`config.mk`:
```
export PLATFORM = sky130hd
export DESIGN_NAME = ppts_ctrl
export DESIGN_NICKNAME = d
export VERILOG_FILES = /design/src/rtl/ppts_pkg.sv /design/src/rtl/ppts_ctrl.sv
export SDC_FILE = /design/constraint.sdc
export NUM_CORES = 1
export LEC_CHECK = 0
export ABC_AREA = 1
export BUFFER_PORTS_ARGS = -buffer_cell sky130_fd_sc_hd__buf_2
export CAP_MARGIN = 20
export CORE_ASPECT_RATIO = 0.7
export CORE_MARGIN = 1.5
export CORE_UTILIZATION = 35
export DETAILED_ROUTE_END_ITERATION = 10
export PLACE_DENSITY = 0.66
export SLEW_MARGIN = 40
export SYNTH_ARGS = -nofsm -noshare
export SYNTH_HDL_FRONTEND = slang
export SYNTH_SLANG_ARGS = --single-unit
```
`constraint.sdc`:
```
create_clock -name clk -period 2 [get_ports clk]
set_input_delay 0.1 -clock clk [delete_from_list [all_inputs] [get_ports clk]]
set_output_delay 0.1 -clock clk [all_outputs]
set_load 0.005 [all_outputs]
```
`src/rtl/ppts_pkg.sv`:
```
`timescale 1ns / 1ps
`default_nettype none
// ----------------------------------------------------------------------------
// ppts_pkg
// Shared types, constants and helpers of the trajectory sampler.
// ----------------------------------------------------------------------------
package ppts_pkg;

  localparam int MAX_SEGMENTS = 16;
  localparam int MAX_COEFFS   = 10;
  localparam int AXES         = 3;
  localparam int TABLE_DEPTH  = MAX_SEGMENTS * AXES * MAX_COEFFS;
  localparam int ADDR_W       = $clog2(TABLE_DEPTH);
  localparam int VAL_W        = 48;
  localparam int TIME_W       = 24;

  localparam logic [1:0] LAST_AXIS = 2'(AXES - 1);

  // register indexes of the configuration port
  localparam logic [1:0] REG_POLY_MODE = 2'd0;
  localparam logic [1:0] REG_SEG_COUNT = 2'd1;
  localparam logic [1:0] REG_TIME_STEP = 2'd2;

  typedef enum logic [1:0] {
    ACT_COEFF   = 2'd0,
    ACT_DUR     = 2'd1,
    ACT_TICK    = 2'd2,
    ACT_RESTART = 2'd3
  } action_t;

  typedef enum logic [3:0] {
    ST_IDLE,
    ST_SKIP,
    ST_DONE_OUT,
    ST_START,
    ST_RD,
    ST_M0,
    ST_M1,
    ST_QS,
    ST_ACC,
    ST_STORE,
    ST_EMIT,
    ST_ADV
  } state_t;

  // controller to datapath
  typedef struct packed {
    logic       wr_coeff;
    logic       wr_dur;
    logic       restart;
    logic       skip_adv;
    logic       set_fin;
    logic       acc_clr;
    logic       rd_en;
    logic       mul_lo;
    logic       mul_hi;
    logic       q_ld;
    logic       acc_ld;
    logic       res_ld;
    logic       emit;
    logic       emit_done;
    logic       advance;
    logic [1:0] axis;
    logic [1:0] deriv;
    logic [3:0] cidx;
  } cmd_t;

  // datapath to controller
  typedef struct packed {
    logic       finished;
    logic       seg_ge_cnt;
    logic       time_lt_dur;
    logic       out_free;
    logic [4:0] coeff_n;
  } stat_t;

  // falling factorial p*(p-1)*...*(p-d+1)
  function automatic logic [9:0] falling(input logic [3:0] p, input logic [1:0] d);
    int f;
    f = 1;
    for (int k = 0; k < 3; k++) begin
      if (k < int'(d)) f = f * (int'(p) - k);
    end
    return 10'(f);
  endfunction

endpackage
`default_nettype wire

```
`src/rtl/ppts_ctrl.sv`:
```
`timescale 1ns / 1ps
`default_nettype none
// ----------------------------------------------------------------------------
// ppts_ctrl
// Sequencer: segment skip, Horner walk per axis and derivative, output.
// ----------------------------------------------------------------------------
module ppts_ctrl (
  input  wire logic            clk,
  input  wire logic            rst,
  input  wire logic            in_valid,
  output logic                 in_stall,
  input  wire logic [1:0]      action,
  input  wire ppts_pkg::stat_t st,
  output ppts_pkg::cmd_t       cmd
);
  import ppts_pkg::*;

  state_t     state, state_next;
  logic [1:0] axis, deriv;
  logic [3:0] cidx;
  logic       accept;
  logic [4:0] more_lim;

  assign in_stall = (state != ST_IDLE);
  assign accept   = in_valid && !in_stall;
  // another term follows when cidx+1+deriv < n
  assign more_lim = 5'(cidx) + 5'(deriv) + 5'd1;

  // next state
  always_comb begin
    state_next = state;
    case (state)
      ST_IDLE: begin
        if (accept && action == ACT_TICK) state_next = ST_SKIP;
      end
      ST_SKIP: begin
        if (st.finished || st.seg_ge_cnt) state_next = ST_DONE_OUT;
        else if (st.time_lt_dur) state_next = ST_START;
      end
      ST_DONE_OUT: begin
        if (st.out_free && axis == LAST_AXIS) state_next = ST_IDLE;
      end
      ST_START: begin
        if (5'(deriv) < st.coeff_n) state_next = ST_RD;
        else state_next = ST_STORE;
      end
      ST_RD:  state_next = ST_M0;
      ST_M0:  state_next = ST_M1;
      ST_M1:  state_next = ST_QS;
      ST_QS:  state_next = ST_ACC;
      ST_ACC: begin
        if (more_lim < st.coeff_n) state_next = ST_RD;
        else state_next = ST_STORE;
      end
      ST_STORE: begin
        if (deriv == 2'd3) state_next = ST_EMIT;
        else state_next = ST_START;
      end
      ST_EMIT: begin
        if (st.out_free) begin
          if (axis == LAST_AXIS) state_next = ST_ADV;
          else state_next = ST_START;
        end
      end
      ST_ADV:  state_next = ST_IDLE;
      default: state_next = ST_IDLE;
    endcase
  end

  // commands
  always_comb begin
    cmd           = '0;
    cmd.axis      = axis;
    cmd.deriv     = deriv;
    cmd.cidx      = cidx;
    cmd.wr_coeff  = accept && action == ACT_COEFF;
    cmd.wr_dur    = accept && action == ACT_DUR;
    cmd.restart   = accept && action == ACT_RESTART;
    case (state)
      ST_SKIP: begin
        if (!st.finished && st.seg_ge_cnt) cmd.set_fin = 1'b1;
        else if (!st.finished && !st.time_lt_dur) cmd.skip_adv = 1'b1;
      end
      ST_DONE_OUT: cmd.emit_done = st.out_free;
      ST_START:    cmd.acc_clr = 1'b1;
      ST_RD:       cmd.rd_en = 1'b1;
      ST_M0:       cmd.mul_lo = 1'b1;
      ST_M1:       cmd.mul_hi = 1'b1;
      ST_QS:       cmd.q_ld = 1'b1;
      ST_ACC:      cmd.acc_ld = 1'b1;
      ST_STORE:    cmd.res_ld = 1'b1;
      ST_EMIT:     cmd.emit = st.out_free;
      ST_ADV:      cmd.advance = 1'b1;
      default: ;
    endcase
  end

  // state and loop counters
  always_ff @(posedge clk) begin
    if (rst) begin
      state <= ST_IDLE;
      axis  <= '0;
      deriv <= '0;
      cidx  <= '0;
    end else begin
      state <= state_next;
      case (state)
        ST_IDLE: begin
          axis  <= '0;
          deriv <= '0;
        end
        ST_DONE_OUT: begin
          if (st.out_free) axis <= axis + 2'd1;
        end
        ST_START: cidx <= '0;
        ST_ACC:   cidx <= cidx + 4'd1;
        ST_STORE: deriv <= deriv + 2'd1;
        ST_EMIT: begin
          if (st.out_free) begin
            axis  <= axis + 2'd1;
            deriv <= '0;
          end
        end
        default: ;
      endcase
    end
  end

endmodule
`default_nettype wire

```
==> impl_metrics.json, run 1 <==
{
  "status": "complete, but fails checks",
  "violations": "negative setup slack",
  "cts.clk_slew.worst_paths_ps": 50,
  "timing.rr.start": "deriv[0]$_SDFFE_PP0P_",
  "viasPerCell": 4.77,
  "end_kind": "flip-flop",
  "grt-ovfl-total": 0,
  "avgSynthCellArea_sq_um": 6.39,
  "hold_violations": 0,
  "cts_sinks": 12,
  "max_stage_delay_ps": 350,
  "hold_end": "state[0]$_SDFFE_PP0P_",
  "rsz0062_at_grt": "true",
  "critPathKind": "flip-flop to flip-flop",
  "critPathSlowestCell": "fa_2",
  "drv_slew": 0,
  "clock_path_buffers": 2,
  "syn_to_final_growth_pct": 36.7,
  "cp_max_fo": 2,
  "synth_edf_count": 0,
  "routedWlPerCell_um": 10.6,
  "maxSlewHeadroom": 0.768,
  "layout_min_cycle_time_ps": 2000,
  "cp-start-kind": "flip-flop",
  "io_pins": 38,
  "start_util": 0.377,
  "gp_congestion": 0.835,
  "cts_tree": "yes",
  "cp_num_buf_inv": 1,
  "synth_fp_nets": 194,
  "synthTopCellsByCount": "nand2_1 (34), inv_1 (27), nor2_1 (20)",
  "dp_hpwl_mm": 2.18,
  "setup_violations": 1,
  "first_pass_iters": 4,
  "worstMarginPinSlew_ps": 346,
  "synth_top_area_share": 0.222,
  "num_rows": 16,
  "crit_top_cell": "nand2_1",
  "ys_seq_area_frac": 0.222,
  "final_nets": 243,
  "place_area_sq_um": 1350,
  "coreArea_sq_um": 2860,
  "clk_latency_ps": 240,
  "clock-root-buffer": "clkbuf_8",
  "powerDensity_nw_per_um2": 758,
  "synth.distinct_cells": 23,
  "drcViolationCount": 0,
  "yosysWarningCount": 0,
  "min_path_cells": 4,
  "drtIter0Drc": 71,
  "fin_hold_ws_ps": 144,
  "grt_pass1_vias": 1046,
  "pre_cts_slack_ps": -114,
  "ff2ff_path_depth": 13,
  "die_y_um": 49.5,
  "port-buffer-count": 37,
  "critical_path_arrival_ps": 2120,
  "cap_violations": 0,
  "dp_cells": 246,
  "synth_top_area_cell": "dfxtp_1",
  "antenna_found_initial": 0,
  "fin_ws_ps": -2.69,
  "cts_made_buffers": 3,
  "synth_cells": 169,
  "postLayoutCellArea_sq_um": 1480,
  "hold_buffers": 0,
  "r2r_setup_slack_ps": -3,
  "period_share": 1.00,
  "cpLargestDelayFamily": "adder cells",
  "grt_pass1_wl_mm": 4.63,
  "num_vias": 1208,
  "cp_cell_sequence": "inv_4 -> ha_4 -> fa_2 -> xnor2_1 -> ha_1 -> nand2_1 -> nand2_1 -> nand2_1 -> nand3_2 -> nand2_2 -> nand3_1 -> nand2_1 -> a21oi_1",
  "htree_num_levels": 1,
  "routed_wl_mm": 2.68,
  "fp.dieW_um": 69.4,
  "irDropWorstVdd_v": 0.000599,
  "hp-class": "primary input to flip-flop",
  "p_leak_nw": 0.783,
  "crit_required_ps": 2110,
  "track_usage": 0.164,
  "ant_nets": 0,
  "diodes": 0,
  "die-area_sq_um": 3430,
  "synth_area_sq_um": 1080,
  "ys_ff_latch": 12,
  "reg2reg_to": "state[0]$_SDFFE_PP0P_",
  "yosysMostFrequentCell": "nand2_1",
  "async_flop_share": 0,
  "worstHoldStart": "st[6]",
  "drive_gt1_frac": 0.373,
  "fin_cells": 253,
  "ys.flop_type": "dfxtp_1",
  "grt_max_degree": 13,
  "worst_clock_skew_ps": 2.13,
  "fmax_ghz": 0.499,
  "synth_area_leaders": "dfxtp_1 (22%), nand2_1 (12%), ha_1 (12%)"
}
## tightest hold or removal path: stages
cell	delay, ps
buf_2	80
nor2_2	50
inv_1	50
a21oi_1	50
## cell families after synthesis
group	count (synthesis)	share of synthesized area
compound gates	22	0.124
xor+xnor	3	0.0243
fa+ha+maj	11	0.134
buf+inv	33	0.115
flops	12	0.222
simple gates	88	0.380
## placed cells by master, fill, tap and decap left out, drive strengths merged
cell,netlist,final
nor3,7,7
fa,1,1
xor2,2,2
a211oi,3,3
buf,0,46
nand3,17,17
o21ai,6,6
a221oi,1,1
ha,10,10
inv,31,31
nor2,28,28
clkbuf,2,4
a21oi,11,11
dfxtp,12,12
xnor2,1,1
nand2,36,36
a21o,1,1
## where the power goes
part	internal [mW]	switching, mW
Sequential	0.278	0.0504
Combinational	0.196	0.335
Clock	0.174	0.0861
## cell type report
class | instances | area (sq um)
multi-input cells | 124 | 762
well taps | 36 | 45.0
inverters | 31 | 119
repair buffers | 46 | 253
flip-flops and latches | 12 | 243
clock buffers | 4 | 55.1
fillers | 294 | 1390
## sequential cells by signal, summed over array words and instances, names as in the netlist
register,cells
deriv,2
cidx,4
axis,2
state,4
## per-stage QoR
step	total power, mW	TNS, ps	util
finish	1.12	-2.69	0.516
global route	1.22	-358	0.516
CTS	1.13	0	0.510
detailed placement	0.860	-275	0.472
global placement	0.861	-154	0.472
floorplan	0.711	0	-
## worst max-delay path by stage
stage,from,endpoint,slack (ps),cells after the start
3_5_place_dp,cidx[0]$_SDFFE_PP0P_,state[3]$_SDFFE_PP0P_,-110,11
5_1_grt,deriv[0]$_SDFFE_PP0P_,state[3]$_SDFFE_PP0P_,-150,13
3_3_place_gp,cidx[0]$_SDFFE_PP0P_,state[0]$_SDFFE_PP0P_,-90,13
4_1_cts,deriv[0]$_SDFFE_PP0P_,state[3]$_SDFFE_PP0P_,4,13
6_report,deriv[0]$_SDFFE_PP0P_,state[0]$_SDFFE_PP0P_,-3,13
2_1_floorplan,cidx[0]$_SDFFE_PP0P_,state[2]$_SDFFE_PP0P_,3,12
## layer usage
metal / wire length [um] / up-vias / global-route usage
li1: - / 638 / -
met5: 0 / - / 0
met2: 1040 / 28 / 0.240
met4: 8 / 0 / 0.0163
met3: 129 / 2 / 0.0491
met1: 1500 / 540 / 0.243
## timing repair
| action | 4_1_cts | 5_1_grt |
|---|---|---|
| setup buffers | 3 | 0 |
| setup endpoints to repair | 3 | 3 |
| endpoints found under the hold margin | 0 | 0 |
| gates resized for setup | 8 | 3 |
| cloned | 0 | 0 |
| pin swaps | 1 | 4 |
Note: power is estimated with default switching activity, not from simulation.
==> run 2, diff against run 1 <==
Settings changed: PLACE_DENSITY 0.66 to 0.59.
==> impl_metrics.json, run 2 (synthesized netlist as in run 1, its figures left out) <==
{
  "status": "finished, final reports clean",
  "cp-start-kind": "flip-flop",
  "reg.largest.list": "cidx (4), state (4)",
  "finalSetupTns_ps": 0,
  "grt_max_degree": 13,
  "critPathKind": "flip-flop to flip-flop",
  "ant_nets": 0,
  "antenna_found_initial": 0,
  "max_stage_delay_ps": 360,
  "layout_common_cells": "buf_2 (37), nand2_1 (33), inv_1 (25)",
  "cp_num_buf_inv": 2,
  "port-buffer-count": 37,
  "crit_top_cell": "nand2_1",
  "critPathSlowestCell": "fa_2",
  "maxSlewHeadroom": 0.769,
  "cp_max_fo": 2,
  "drive_gt1_frac": 0.363,
  "diodes": 0,
  "seqPwrFrac": 0.286,
  "coreArea_sq_um": 2860,
  "postLayoutCellArea_sq_um": 1450,
  "fp.dieW_um": 69.4,
  "grt_pass1_vias": 1110,
  "first_pass_iters": 4,
  "die_y_um": 49.5,
  "cpLargestDelayFamily": "adder cells",
  "cap_violations": 0,
  "hp-class": "primary input to flip-flop",
  "cts_tree": "yes",
  "rsz0062_at_grt": "true",
  "routedWlPerCell_um": 11.6,
  "clock_power_share": 0.239,
  "p_comb_frac": 0.475,
  "num_rows": 16,
  "setup_violations": 0,
  "io_pins": 38,
  "track_usage": 0.181,
  "start_util": 0.377,
  "place_area_sq_um": 1360,
  "critical_path_arrival_ps": 2130,
  "powerDensity_nw_per_um2": 794,
  "end_kind": "flip-flop",
  "drcViolationCount": 0,
  "period_share": 1.00,
  "num_vias": 1216,
  "viasPerCell": 4.84,
  "cts_made_buffers": 3,
  "drv_slew": 0,
  "post_cts_buffers": 0,
  "clock_path_buffers": 2,
  "cts_sinks": 12,
  "clock-root-buffer": "clkbuf_8",
  "p_leak_nw": 0.777,
  "syn_to_final_growth_pct": 34.2,
  "grt_pass1_wl_mm": 4.98,
  "hold_violations": 0,
  "crit_required_ps": 2130,
  "clk_latency_ps": 250,
  "p_int_mw": 0.650,
  "worst_clock_skew_ps": 2.96,
  "drtIter0Drc": 52,
  "routed_wl_mm": 2.90,
  "switching_share": 0.435,
  "layout_min_cycle_time_ps": 2000,
  "fmax_ghz": 0.500,
  "p_switching_mw": 0.501,
  "die-area_sq_um": 3430,
  "gp_congestion": 0.868,
  "dp_hpwl_mm": 2.36,
  "cts.clk_slew.worst_paths_ps": 60,
  "final_nets": 241,
  "cp_cell_sequence": "inv_2 -> ha_4 -> fa_2 -> nor3_2 -> ha_1 -> nand2_1 -> inv_1 -> nand2_1 -> nand3_2 -> nand2_2 -> nand3_1 -> nand2_1 -> a21oi_2",
  "grt-ovfl-total": 0,
  "mostFrequentLayoutCell": "buf_2",
  "worstMarginPinSlew_ps": 346,
  "irDropWorstVdd_v": 0.000536,
  "htree_num_levels": 1
}
-- run 2: worst register-to-register path, cell delays in order, from the launching register on --
cell and delay [ps]:
dfxtp_2 330, inv_2 50, ha_4 160, fa_2 360, nor3_2 160, ha_1 260, nand2_1 90, inv_1 40
nand2_1 70, nand3_2 90, nand2_2 70, nand3_1 70, nand2_1 80, a21oi_2 50
-- run 2: final timing paths --
check	depth (start not counted)	slack (ps)	startpoint	end
setup / recovery	13	0.07	cidx[0]$_SDFFE_PP0P_	state[0]$_SDFFE_PP0P_
hold / removal	4	150	st[6]	state[0]$_SDFFE_PP0P_
setup reg to reg	13	0.07	cidx[0]$_SDFFE_PP0P_	state[0]$_SDFFE_PP0P_
hold reg to reg	2	480	axis[1]$_SDFFE_PP0P_	axis[1]$_SDFFE_PP0P_
-- run 2: per-layer routing --
layer,track usage,part of all wire,vias up
met4,0.0294,0.0069,0
met3,0.0532,0.054,4
met5,0,0,-
met1,0.252,0.51,548
li1,-,-,634
met2,0.282,0.42,30
-- run 2: area by class of cell --
type | instances | area (sq um)
Inverter | 31 | 116
Sequential cell | 12 | 244
Tap cell | 36 | 45.0
Fill cell | 291 | 1410
Multi-Input combinational cell | 124 | 751
Timing Repair Buffer | 44 | 238
Clock buffer | 4 | 55.1
-- run 2: power by group through the flow --
| stage | clock network, mW | logic [mW] | registers, mW |
|---|---|---|---|
| 6_report | 0.275 | 0.547 | 0.329 |
| 5_1_grt | 0.292 | 0.635 | 0.333 |
| 4_1_cts | 0.278 | 0.539 | 0.328 |
| 3_5_place_dp | 0 | 0.535 | 0.333 |
| 3_3_place_gp | 0 | 0.533 | 0.330 |
| 2_1_floorplan | 0 | 0.386 | 0.325 |
-- run 2: timing repair --
item / 4_1_cts / 5_1_grt
gates cloned: 0 / 0
hold buffers: 0 / 0
endpoints found under the setup margin: 3 / 3
resized for setup: 7 / 2
pin swaps: 1 / 1
-- run 2: stage by stage --
step                power, mW  setup slack, ps  instances   util  hold WS [ps]
floorplan               0.711             2.82        169      -           178
detailed placement      0.869            -91.8        247  0.475           401
finish                   1.15           0.0695        251  0.506           154
CTS                      1.15            0.584        251  0.504           145
global route             1.26             -138        251  0.506           179
global placement        0.864            -48.4        247  0.475           389
